===== config.mk =====
export PLATFORM = sky130hd
export DESIGN_NAME = two_image_region_compare_mixer
export DESIGN_NICKNAME = d
export VERILOG_FILES = /design/src/design/tirc_pkg.sv /design/src/design/tirc_cfg.sv /design/src/design/tirc_position.sv /design/src/design/tirc_pipe.sv /design/src/design/two_image_region_compare_mixer.sv
export SDC_FILE = /design/constraint.sdc
export NUM_CORES = 2
export LEC_CHECK = 0
export ABC_AREA = 1
export BUFFER_PORTS_ARGS = -buffer_cell sky130_fd_sc_hd__buf_2
export CORE_MARGIN = 10
export CORE_UTILIZATION = 55
export CTS_BUF_LIST = sky130_fd_sc_hd__clkbuf_8
export CTS_CLUSTER_DIAMETER = 60
export DETAILED_ROUTE_END_ITERATION = 10
export PLACE_DENSITY = 0.73
export SYNTH_ARGS = -nofsm -noshare
export SYNTH_HDL_FRONTEND = slang
export SYNTH_HIERARCHICAL = 1
export SYNTH_SLANG_ARGS = --single-unit

===== constraint.sdc =====
create_clock -name aclk -period 6.1 [get_ports aclk]
set_input_delay 1.525 -clock aclk [delete_from_list [all_inputs] [get_ports aclk]]
set_output_delay 1.525 -clock aclk [all_outputs]
set_load 0.05 [all_outputs]

===== src/design/tirc_pkg.sv =====
// ----------------------------------------------------------------------------
// tirc_pkg
// Shared codes and types for the two-image region compare mixer.
// ----------------------------------------------------------------------------
package tirc_pkg;

    // register indexes on the configuration channel
    localparam logic [2:0] REG_MODE         = 3'd0;
    localparam logic [2:0] REG_SWAP_INPUTS  = 3'd1;
    localparam logic [2:0] REG_FRAME_WIDTH  = 3'd2;
    localparam logic [2:0] REG_FRAME_HEIGHT = 3'd3;
    localparam logic [2:0] REG_SIZE_X       = 3'd4;
    localparam logic [2:0] REG_SIZE_Y       = 3'd5;
    localparam logic [2:0] REG_POS_X        = 3'd6;
    localparam logic [2:0] REG_POS_Y        = 3'd7;

    // mixing modes, codes 5 to 7 pass the top image
    localparam logic [2:0] MODE_VERT    = 3'd0;
    localparam logic [2:0] MODE_HORIZ   = 3'd1;
    localparam logic [2:0] MODE_CIRCLE  = 3'd2;
    localparam logic [2:0] MODE_BOX     = 3'd3;
    localparam logic [2:0] MODE_CHECKER = 3'd4;

    typedef struct packed {
        logic [2:0] mode;
        logic       swap;
    } cfg_flags_t;

    // per-pixel raster decisions handed from the position tracker
    typedef struct packed {
        logic vert;
        logic band;
        logic frame_end;
    } pos_flags_t;

endpackage


===== src/design/tirc_cfg.sv =====
// ----------------------------------------------------------------------------
// tirc_cfg
// Configuration registers and the effective (clamped) values derived from them.
// ----------------------------------------------------------------------------
module tirc_cfg #(
    parameter int COORD_BITS = 12
) (
    input  logic                      aclk,
    input  logic                      aresetn,
    input  logic                      cfg_valid,
    output logic                      cfg_ready,
    input  logic [2:0]                cfg_index,
    input  logic [COORD_BITS-1:0]     cfg_data,
    output tirc_pkg::cfg_flags_t      flags,
    output logic [COORD_BITS-1:0]     eff_w,
    output logic [COORD_BITS-1:0]     eff_h,
    output logic [COORD_BITS-1:0]     eff_sx,
    output logic [COORD_BITS-1:0]     eff_sy,
    output logic [COORD_BITS-1:0]     eff_ox,
    output logic [COORD_BITS-1:0]     eff_oy,
    output logic [COORD_BITS-1:0]     box_x,
    output logic [COORD_BITS-1:0]     box_y,
    output logic [COORD_BITS-1:0]     pos_x,
    output logic [COORD_BITS-1:0]     pos_y,
    output logic [2*COORD_BITS-1:0]   radius_sq
);

    localparam int C = COORD_BITS;

    logic [2:0]     mode_reg;
    logic           swap_reg;
    logic [C-1:0]   frame_width_reg;
    logic [C-1:0]   frame_height_reg;
    logic [C-1:0]   size_x_reg;
    logic [C-1:0]   size_y_reg;
    logic [C-1:0]   pos_x_reg;
    logic [C-1:0]   pos_y_reg;
    logic [2*C-1:0] radius_sq_reg;
    logic [2*C-1:0] radius_sq_next;
    logic           wr;

    assign cfg_ready = 1'b1;
    assign wr        = cfg_valid & cfg_ready;

    always_ff @(posedge aclk) begin
        if (!aresetn) begin
            mode_reg         <= tirc_pkg::MODE_VERT;
            swap_reg         <= 1'b0;
            frame_width_reg  <= C'(640);
            frame_height_reg <= C'(480);
            size_x_reg       <= C'(64);
            size_y_reg       <= C'(48);
            pos_x_reg        <= '0;
            pos_y_reg        <= '0;
        end else if (wr) begin
            unique case (cfg_index)
                tirc_pkg::REG_MODE:         mode_reg         <= cfg_data[2:0];
                tirc_pkg::REG_SWAP_INPUTS:  swap_reg         <= cfg_data[0];
                tirc_pkg::REG_FRAME_WIDTH:  frame_width_reg  <= cfg_data;
                tirc_pkg::REG_FRAME_HEIGHT: frame_height_reg <= cfg_data;
                tirc_pkg::REG_SIZE_X:       size_x_reg       <= cfg_data;
                tirc_pkg::REG_SIZE_Y:       size_y_reg       <= cfg_data;
                tirc_pkg::REG_POS_X:        pos_x_reg        <= cfg_data;
                tirc_pkg::REG_POS_Y:        pos_y_reg        <= cfg_data;
                default: ;
            endcase
        end
    end

    // radius squared only feeds the last pipeline stage, so registering it is fine
    always_comb begin
        radius_sq_next = box_x * box_x;
    end

    always_ff @(posedge aclk) begin
        radius_sq_reg <= radius_sq_next;
    end

    always_comb begin
        flags.mode = mode_reg;
        flags.swap = swap_reg;

        eff_w = (frame_width_reg  == '0) ? C'(1) : frame_width_reg;
        eff_h = (frame_height_reg == '0) ? C'(1) : frame_height_reg;

        if (size_x_reg == '0)       eff_sx = C'(1);
        else if (size_x_reg > eff_w) eff_sx = eff_w;
        else                        eff_sx = size_x_reg;

        if (size_y_reg == '0)       eff_sy = C'(1);
        else if (size_y_reg > eff_h) eff_sy = eff_h;
        else                        eff_sy = size_y_reg;

        eff_ox = (pos_x_reg < eff_w) ? pos_x_reg : eff_w;
        eff_oy = (pos_y_reg < eff_h) ? pos_y_reg : eff_h;

        box_x = (size_x_reg > C'(2)) ? size_x_reg : C'(2);
        box_y = (size_y_reg > C'(2)) ? size_y_reg : C'(2);
    end

    assign pos_x     = pos_x_reg;
    assign pos_y     = pos_y_reg;
    assign radius_sq = radius_sq_reg;

endmodule


===== src/design/tirc_position.sv =====
// ----------------------------------------------------------------------------
// tirc_position
// Raster position tracker with stripe and band phase counters.
// ----------------------------------------------------------------------------
module tirc_position #(
    parameter int COORD_BITS = 12
) (
    input  logic                  aclk,
    input  logic                  aresetn,
    input  logic                  advance,
    input  logic                  frame_start,
    input  logic [COORD_BITS-1:0] eff_w,
    input  logic [COORD_BITS-1:0] eff_h,
    input  logic [COORD_BITS-1:0] eff_sx,
    input  logic [COORD_BITS-1:0] eff_sy,
    input  logic [COORD_BITS-1:0] eff_ox,
    input  logic [COORD_BITS-1:0] eff_oy,
    output logic [COORD_BITS-1:0] col,
    output logic [COORD_BITS-1:0] row,
    output tirc_pkg::pos_flags_t  pflags
);

    localparam int C = COORD_BITS;

    logic [C-1:0] column_reg, column_next;
    logic [C-1:0] row_reg, row_next;
    logic [C-1:0] stripe_count_reg, stripe_count_next;
    logic         stripe_parity_reg, stripe_parity_next;
    logic [C-1:0] band_count_reg, band_count_next;
    logic         band_parity_reg, band_parity_next;

    logic [C-1:0] sc_cur, bc_cur, sc_inc, bc_inc;
    logic         sp_cur, bp_cur;
    logic         last_col, last_row;

    always_comb begin
        // a frame start zeroes the position before this pixel is used
        col    = frame_start ? '0   : column_reg;
        row    = frame_start ? '0   : row_reg;
        sc_cur = frame_start ? '0   : stripe_count_reg;
        sp_cur = frame_start ? 1'b0 : stripe_parity_reg;
        bc_cur = frame_start ? '0   : band_count_reg;
        bp_cur = frame_start ? 1'b0 : band_parity_reg;

        last_col = ({1'b0, col} + (C+1)'(1)) >= {1'b0, eff_w};
        last_row = ({1'b0, row} + (C+1)'(1)) >= {1'b0, eff_h};

        pflags.vert      = (col >= eff_ox) & ~sp_cur;
        pflags.band      = (row >= eff_oy) & ~bp_cur;
        pflags.frame_end = last_col & last_row;

        sc_inc = sc_cur + C'(1);
        bc_inc = bc_cur + C'(1);

        column_next        = col;
        row_next           = row;
        stripe_count_next  = sc_cur;
        stripe_parity_next = sp_cur;
        band_count_next    = bc_cur;
        band_parity_next   = bp_cur;

        if (last_col) begin
            column_next        = '0;
            stripe_count_next  = '0;
            stripe_parity_next = 1'b0;
            if (last_row) begin
                row_next         = '0;
                band_count_next  = '0;
                band_parity_next = 1'b0;
            end else begin
                row_next = row + C'(1);
                if (row >= eff_oy) begin
                    if (bc_inc >= eff_sy) begin
                        band_count_next  = '0;
                        band_parity_next = ~bp_cur;
                    end else begin
                        band_count_next = bc_inc;
                    end
                end
            end
        end else begin
            column_next = col + C'(1);
            if (col >= eff_ox) begin
                if (sc_inc >= eff_sx) begin
                    stripe_count_next  = '0;
                    stripe_parity_next = ~sp_cur;
                end else begin
                    stripe_count_next = sc_inc;
                end
            end
        end
    end

    always_ff @(posedge aclk) begin
        if (!aresetn) begin
            column_reg        <= '0;
            row_reg           <= '0;
            stripe_count_reg  <= '0;
            stripe_parity_reg <= 1'b0;
            band_count_reg    <= '0;
            band_parity_reg   <= 1'b0;
        end else if (advance) begin
            column_reg        <= column_next;
            row_reg           <= row_next;
            stripe_count_reg  <= stripe_count_next;
            stripe_parity_reg <= stripe_parity_next;
            band_count_reg    <= band_count_next;
            band_parity_reg   <= band_parity_next;
        end
    end

endmodule


===== src/design/tirc_pipe.sv =====
// ----------------------------------------------------------------------------
// tirc_pipe
// Three-stage selection pipeline: region decision, squares, disc compare.
// ----------------------------------------------------------------------------
module tirc_pipe #(
    parameter int COORD_BITS = 12,
    parameter int PIXEL_BITS = 24
) (
    input  logic                    aclk,
    input  logic                    aresetn,
    input  logic                    in_valid,
    output logic                    in_ready,
    input  logic [PIXEL_BITS-1:0]   pixel_first,
    input  logic [PIXEL_BITS-1:0]   pixel_second,
    input  tirc_pkg::cfg_flags_t    flags,
    input  tirc_pkg::pos_flags_t    pflags,
    input  logic [COORD_BITS-1:0]   col,
    input  logic [COORD_BITS-1:0]   row,
    input  logic [COORD_BITS-1:0]   pos_x,
    input  logic [COORD_BITS-1:0]   pos_y,
    input  logic [COORD_BITS-1:0]   box_x,
    input  logic [COORD_BITS-1:0]   box_y,
    input  logic [2*COORD_BITS-1:0] radius_sq,
    output logic                    out_valid,
    input  logic                    out_ready,
    output logic [PIXEL_BITS-1:0]   pixel_out,
    output logic                    took_other,
    output logic                    frame_end
);

    localparam int C = COORD_BITS;
    localparam int P = PIXEL_BITS;

    logic rdy1, rdy2, rdy3;

    // stage 1: region decision and distances
    logic           s1_valid_reg;
    logic [P-1:0]   s1_top_reg, s1_oth_reg;
    logic           s1_circle_reg, s1_flat_reg, s1_end_reg;
    logic [C:0]     s1_t_reg;
    logic [C-1:0]   s1_dy_reg;

    // stage 2: squared distances
    logic           s2_valid_reg;
    logic [P-1:0]   s2_top_reg, s2_oth_reg;
    logic           s2_circle_reg, s2_flat_reg, s2_end_reg;
    logic [2*C+1:0] s2_tsq_reg;
    logic [2*C-1:0] s2_dysq_reg;

    // stage 3: output register
    logic           s3_valid_reg;
    logic [P-1:0]   s3_pixel_reg;
    logic           s3_other_reg, s3_end_reg;

    logic           flat_next;
    logic           in_box;
    logic [C:0]     t_next;
    logic [C-1:0]   dy_next;
    logic [2*C+2:0] dist_sq;
    logic           other3;

    assign rdy3     = ~s3_valid_reg | out_ready;
    assign rdy2     = ~s2_valid_reg | rdy3;
    assign rdy1     = ~s1_valid_reg | rdy2;
    assign in_ready = rdy1;

    always_comb begin
        in_box = (({1'b0, col} + {1'b0, box_x}) >= {1'b0, pos_x})
               & ({1'b0, col} < ({1'b0, pos_x} + {1'b0, box_x}))
               & (({1'b0, row} + {1'b0, box_y}) >= {1'b0, pos_y})
               & ({1'b0, row} < ({1'b0, pos_y} + {1'b0, box_y}));

        unique case (flags.mode)
            tirc_pkg::MODE_VERT:    flat_next = pflags.vert;
            tirc_pkg::MODE_HORIZ:   flat_next = pflags.band;
            tirc_pkg::MODE_BOX:     flat_next = ~in_box;
            tirc_pkg::MODE_CHECKER: flat_next = pflags.vert ^ pflags.band;
            default:                flat_next = 1'b0;
        endcase

        // larger of (cx - x) and (x - cx + 1), never below one
        if (pos_x > col) t_next = {1'b0, pos_x} - {1'b0, col};
        else             t_next = {1'b0, col} - {1'b0, pos_x} + (C+1)'(1);

        dy_next = (pos_y >= row) ? (pos_y - row) : (row - pos_y);
    end

    always_ff @(posedge aclk) begin
        if (!aresetn) begin
            s1_valid_reg <= 1'b0;
            s2_valid_reg <= 1'b0;
            s3_valid_reg <= 1'b0;
        end else begin
            if (rdy1) s1_valid_reg <= in_valid;
            if (rdy2) s2_valid_reg <= s1_valid_reg;
            if (rdy3) s3_valid_reg <= s2_valid_reg;
        end
    end

    always_ff @(posedge aclk) begin
        if (rdy1) begin
            s1_top_reg    <= flags.swap ? pixel_second : pixel_first;
            s1_oth_reg    <= flags.swap ? pixel_first  : pixel_second;
            s1_circle_reg <= (flags.mode == tirc_pkg::MODE_CIRCLE);
            s1_flat_reg   <= flat_next;
            s1_end_reg    <= pflags.frame_end;
            s1_t_reg      <= t_next;
            s1_dy_reg     <= dy_next;
        end
    end

    always_ff @(posedge aclk) begin
        if (rdy2) begin
            s2_top_reg    <= s1_top_reg;
            s2_oth_reg    <= s1_oth_reg;
            s2_circle_reg <= s1_circle_reg;
            s2_flat_reg   <= s1_flat_reg;
            s2_end_reg    <= s1_end_reg;
            s2_tsq_reg    <= s1_t_reg * s1_t_reg;
            s2_dysq_reg   <= s1_dy_reg * s1_dy_reg;
        end
    end

    always_comb begin
        dist_sq = {1'b0, s2_tsq_reg} + (2*C+3)'(s2_dysq_reg);
        other3  = s2_circle_reg ? (dist_sq > (2*C+3)'(radius_sq)) : s2_flat_reg;
    end

    always_ff @(posedge aclk) begin
        if (rdy3) begin
            s3_pixel_reg <= other3 ? s2_oth_reg : s2_top_reg;
            s3_other_reg <= other3;
            s3_end_reg   <= s2_end_reg;
        end
    end

    assign out_valid  = s3_valid_reg;
    assign pixel_out  = s3_pixel_reg;
    assign took_other = s3_other_reg;
    assign frame_end  = s3_end_reg;

endmodule


===== src/design/two_image_region_compare_mixer.sv =====
// ----------------------------------------------------------------------------
// two_image_region_compare_mixer
// Split-screen wipe between two co-registered pixel streams.
// ----------------------------------------------------------------------------
//  channel   direction  contents
//  s_axis    in         tdata: pixel_first, pixel_second; tuser: frame_start
//  m_axis    out        tdata: pixel_out; tuser: took_other; tlast: frame_end
//  cfg       in         cfg_index selects register, cfg_data is its value
//
//  one pixel pair per clock unless m_axis stalls; each pair passes the pipeline stages in order
//  (region decision, squared distances, disc compare and output register)
//  the raster counters advance on every accepted transaction
//  a stall on m_axis holds each stage that is full; empty stages still fill
//  synchronous active-low reset restores registers and clears the counters
// ----------------------------------------------------------------------------
module two_image_region_compare_mixer #(
    parameter int COORD_BITS = 12,
    parameter int PIXEL_BITS = 24
) (
    input  logic                                  aclk,
    input  logic                                  aresetn,
    input  logic                                  s_axis_tvalid,
    output logic                                  s_axis_tready,
    // pixel_first, pixel_second
    input  logic [((2*PIXEL_BITS+7)/8)*8-1:0]     s_axis_tdata,
    // frame_start
    input  logic                                  s_axis_tuser,
    output logic                                  m_axis_tvalid,
    input  logic                                  m_axis_tready,
    // pixel_out
    output logic [((PIXEL_BITS+7)/8)*8-1:0]       m_axis_tdata,
    // took_other
    output logic                                  m_axis_tuser,
    output logic                                  m_axis_tlast,
    input  logic                                  cfg_valid,
    output logic                                  cfg_ready,
    input  logic [2:0]                            cfg_index,
    input  logic [COORD_BITS-1:0]                 cfg_data
);

    localparam int C     = COORD_BITS;
    localparam int P     = PIXEL_BITS;
    localparam int OUT_W = ((P+7)/8)*8;

    tirc_pkg::cfg_flags_t flags;
    tirc_pkg::pos_flags_t pflags;
    logic [C-1:0]   eff_w, eff_h, eff_sx, eff_sy, eff_ox, eff_oy;
    logic [C-1:0]   box_x, box_y, pos_x, pos_y, col, row;
    logic [2*C-1:0] radius_sq;
    logic [P-1:0]   pixel_out;
    logic           in_accept;

    assign in_accept = s_axis_tvalid & s_axis_tready;

    tirc_cfg #(.COORD_BITS(C)) u_cfg (
        .aclk      (aclk),
        .aresetn   (aresetn),
        .cfg_valid (cfg_valid),
        .cfg_ready (cfg_ready),
        .cfg_index (cfg_index),
        .cfg_data  (cfg_data),
        .flags     (flags),
        .eff_w     (eff_w),
        .eff_h     (eff_h),
        .eff_sx    (eff_sx),
        .eff_sy    (eff_sy),
        .eff_ox    (eff_ox),
        .eff_oy    (eff_oy),
        .box_x     (box_x),
        .box_y     (box_y),
        .pos_x     (pos_x),
        .pos_y     (pos_y),
        .radius_sq (radius_sq)
    );

    tirc_position #(.COORD_BITS(C)) u_position (
        .aclk        (aclk),
        .aresetn     (aresetn),
        .advance     (in_accept),
        .frame_start (s_axis_tuser),
        .eff_w       (eff_w),
        .eff_h       (eff_h),
        .eff_sx      (eff_sx),
        .eff_sy      (eff_sy),
        .eff_ox      (eff_ox),
        .eff_oy      (eff_oy),
        .col         (col),
        .row         (row),
        .pflags      (pflags)
    );

    tirc_pipe #(.COORD_BITS(C), .PIXEL_BITS(P)) u_pipe (
        .aclk         (aclk),
        .aresetn      (aresetn),
        .in_valid     (s_axis_tvalid),
        .in_ready     (s_axis_tready),
        .pixel_first  (s_axis_tdata[P-1:0]),
        .pixel_second (s_axis_tdata[2*P-1:P]),
        .flags        (flags),
        .pflags       (pflags),
        .col          (col),
        .row          (row),
        .pos_x        (pos_x),
        .pos_y        (pos_y),
        .box_x        (box_x),
        .box_y        (box_y),
        .radius_sq    (radius_sq),
        .out_valid    (m_axis_tvalid),
        .out_ready    (m_axis_tready),
        .pixel_out    (pixel_out),
        .took_other   (m_axis_tuser),
        .frame_end    (m_axis_tlast)
    );

    assign m_axis_tdata = OUT_W'(pixel_out);

endmodule


==> results.md <==
- Layout Nets: roughly 5800
- Global-route wire length before repair: 154 mm
- DR top layer: met4
- Path depth of the worst reg2reg path: 23
- Cts bufs inserted: 70
- Clock Skews: 54.6 ps
- Post-synth EDFFs: 201
- Postcts setup bufs: 0
- Top_reg_cell synth: edfxtp_1
- Total track usage: 23.2%
- Reg-to-reg endpoint: u_cfg/radius_sq[22]
- Worst EP arrival: between 6000 and 7000 ps
- Hold-fix buffers at CTS: 0
- Async S/R FF share, synth: 0%
- Post-layout power: around 15 mW
- Routed via count: 31600
- Slew Limit Fails: 0
- ANT nets after route: 0
- Vias in the first global route: 30500
- YS warnings: 6
- R2R setup slack: approximately 520 ps
- Seq/Total Area, Yosys: a little under a quarter
- Fin crit period: between 5000 and 6000 ps
- Post-synthesis mux area share: 0.138%
- PnR worst setup slack: 524 ps
- Vias per cell: 5.30
- Placer congestion estimate: 0.955
- CTS clk-pin slew, worst paths: about 60 ps
- Max-slew headroom: 22.3%
- Routed wire length: ~94 mm
- Grt ovf: 0
- HP Class: reg -> reg
- Area Growth Syn to Fin: 7.29%
- Pwr/cell area: 356 mW/mm^2
- Peak supply drop: 0.000422 V
- Most frequent cells in the layout: inv_1 (1033), nand2_1 (979), ha_1 (499), nor2_1 (355), a21oi_1 (355)
- Unrepaired setup endpoints after global routing: no
- Post-Synth XOR/XNOR Area: under 10%
- Drt pass-1 iters: 6
- FF+latch count, synth: approximately 350
- Req. time, crit path: 6690 ps
- Top Ports: 98
- Max FFs per register: 25
- Routed length on met2: 43.6 mm
- RR Startpoint: u_cfg/size_x_reg[8]
- Starting Density: between 50% and 60%
- Critical setup path kind: reg -> reg
- Synth top area share: roughly 16%
- Worst-Margin Slew: 1150 ps
- Antenna violations before repair: 8
- Hold-critical path endpoint: u_pipe/s2_top_reg[15]
- Root buffer cell: clkbuf_8
- Port Buffer Count: 96
- Avg Cell Area, Syn: 7.75 um^2
- Setup_tns: 0 ps
- Largest net degree at the start of global routing: 97
- Commonest non-fill, non-tap cell in the layout: inv_1
- Share of cells above drive strength 1: 6.83%
- Final hold vios: 0
- CTS resizes: 0
- Simple-gate share of the synthesized area: 18.5%
- CTS H-tree depth: 3
- TritonCTS clock tree: built
- Post-Syn Nets: 5756
- CTS Buffer Depth: 3
- Area of the die: 0.0802 mm^2
- CP Capture Type: register
- DRC viols: 0
- Compound-Gate Fraction of Synth Area: around a tenth
- Latest clock arrival within the worst-skew pair: 680 ps
- Max cap viols: 0
- Post-synth top area cell: ha_1
- Core ar.: 0.0686 mm^2
- Synth Cell Area: around 0.038 mm^2
- Die width: 283 um
- P_leak: 22.0 nW
- Drt wl/cell: 15.8 um
- Row count: 96
- DP Worst Slack: about 600 ps
- CP max FO: 7
- First DRT Iteration DRCs: between 2000 and 3000
- Chip height: 283 um
- Area contributors post-synth: ha_1 (16%), edfxtp_1 (16%), fa_1 (14%), inv_1 (10%), nand2_1 (9.7%)
- # setup viols final: 0
- Post-DP HPWL: 74.0 mm
- Combinational family with the most area after synthesis: adder cells
- Yosys cell types: between 60 and 70
- Achievable frequency: 179 MHz
- Post-Synth Adder-Cell Area: a little under a third
- Wl on met1: about 42 mm
- Met3 WL: roughly 6.6 mm
- Number of clock sinks: 353
- Tcrit/Tclk final: 91.4%
- Startpoint Class: register
- Hold Crit Depth: 0
- Outcome: completed
- Syn Inst Count: 4919
- Final Util: roughly three fifths
- HP Start: u_pipe/s1_top_reg[15]
## worst max path at each step
stage	start	to	slack, ps	depth (start not counted)
after global placement	u_pipe/s1_t_reg[6]	u_pipe/s2_tsq_reg[23]	710	21
final	u_cfg/size_x_reg[8]	u_cfg/radius_sq[22]	520	23
after detailed placement	u_pipe/s1_t_reg[1]	u_pipe/s2_tsq_reg[22]	610	20
after floorplan	m_axis_tready	s_axis_tready	290	4
after CTS	u_pipe/s1_t_reg[1]	u_pipe/s2_tsq_reg[22]	570	20
after global routing	u_cfg/size_x_reg[8]	u_cfg/radius_sq[22]	140	23
## synthesized netlist by cell type (4+ instances only)
library cell / instances
a31oi_1: 14
inv_1: 1022
a211oi_1: 4
o211ai_1: 21
nor3_1: 41
clkinv_1: 4
xor2_1: 131
dfxtp_1: 152
a21boi_0: 5
o21ai_1: 23
o21a_1: 7
nor3_2: 5
o31ai_1: 4
edfxtp_1: 201
buf_4: 10
o2111ai_1: 4
nor2_2: 8
nand3_2: 5
clkbuf_1: 133
a21oi_2: 6
nand2_1: 980
xnor2_1: 64
buf_2: 9
a21oi_1: 355
o21bai_1: 15
o21ai_0: 209
buf_6: 10
a21o_1: 27
nand3b_1: 9
nand3_1: 169
or2_2: 4
ha_1: 499
nor4_1: 6
nor2_1: 355
fa_1: 269
nand2_4: 7
nand4_1: 50
nand2_2: 23
inv_2: 17
and2_1: 5
## report_power, final
part           internal (mW)  switching, mW
combinational           3.12           5.28
clock                   1.53           1.17
sequential              3.15          0.317
## cell families after synthesis
| kind of cell | after synthesis |
|---|---|
| simple gates | 1678 |
| fa+ha+maj | 768 |
| flops | 353 |
| buf+inv | 1210 |
| xor+xnor | 195 |
| compound gates | 708 |
| other cells | 2 |
| mux | 5 |
## critical path, stage by stage (launching register included)
cell and delay, ps:
dfxtp_1 300, inv_1 180, nand4_1 120, nor3_1 250
nand3_1 140, nand2_1 210, nor2_1 120, fa_1 540
inv_1 50, fa_1 530, inv_1 60, fa_1 500
fa_1 550, inv_1 60, fa_1 530, inv_1 40
ha_1 340, nand2_1 110, nor2_1 160, nand4_1 100
o21ai_1 260, nand3b_1 140, a21o_1 180, nand2_1 60
## final cells by class
class                      instances  area [um^2]
fill                            6217        27700
inverter                        1043         3920
clock buffer                      76         1050
antenna                            8         20.0
tap                              931         1160
timing repair buffer             140          823
clock inverter                    52          518
sequential                       353         9080
multi-input combinational       3356        24300
## stage by stage
stage | cells | area [um^2] | hold slack, ps
global placement | 5823 | 39300 | 401
detailed placement | 5823 | 39300 | 405
CTS | 5951 | 40900 | 388
floorplan | 4919 | 38100 | 400
global route | 5957 | 40900 | 402
finish | 5959 | 40900 | 390
## routing by layer
layer | global-route usage [%] | vias to the layer above
met2 | 38.0 | 997
met1 | 31.4 | 14900
met5 | 0 | -
met4 | 6.22 | 0
li1 | - | 15600
met3 | 3.79 | 148
Power figures use the tool's default switching activity.
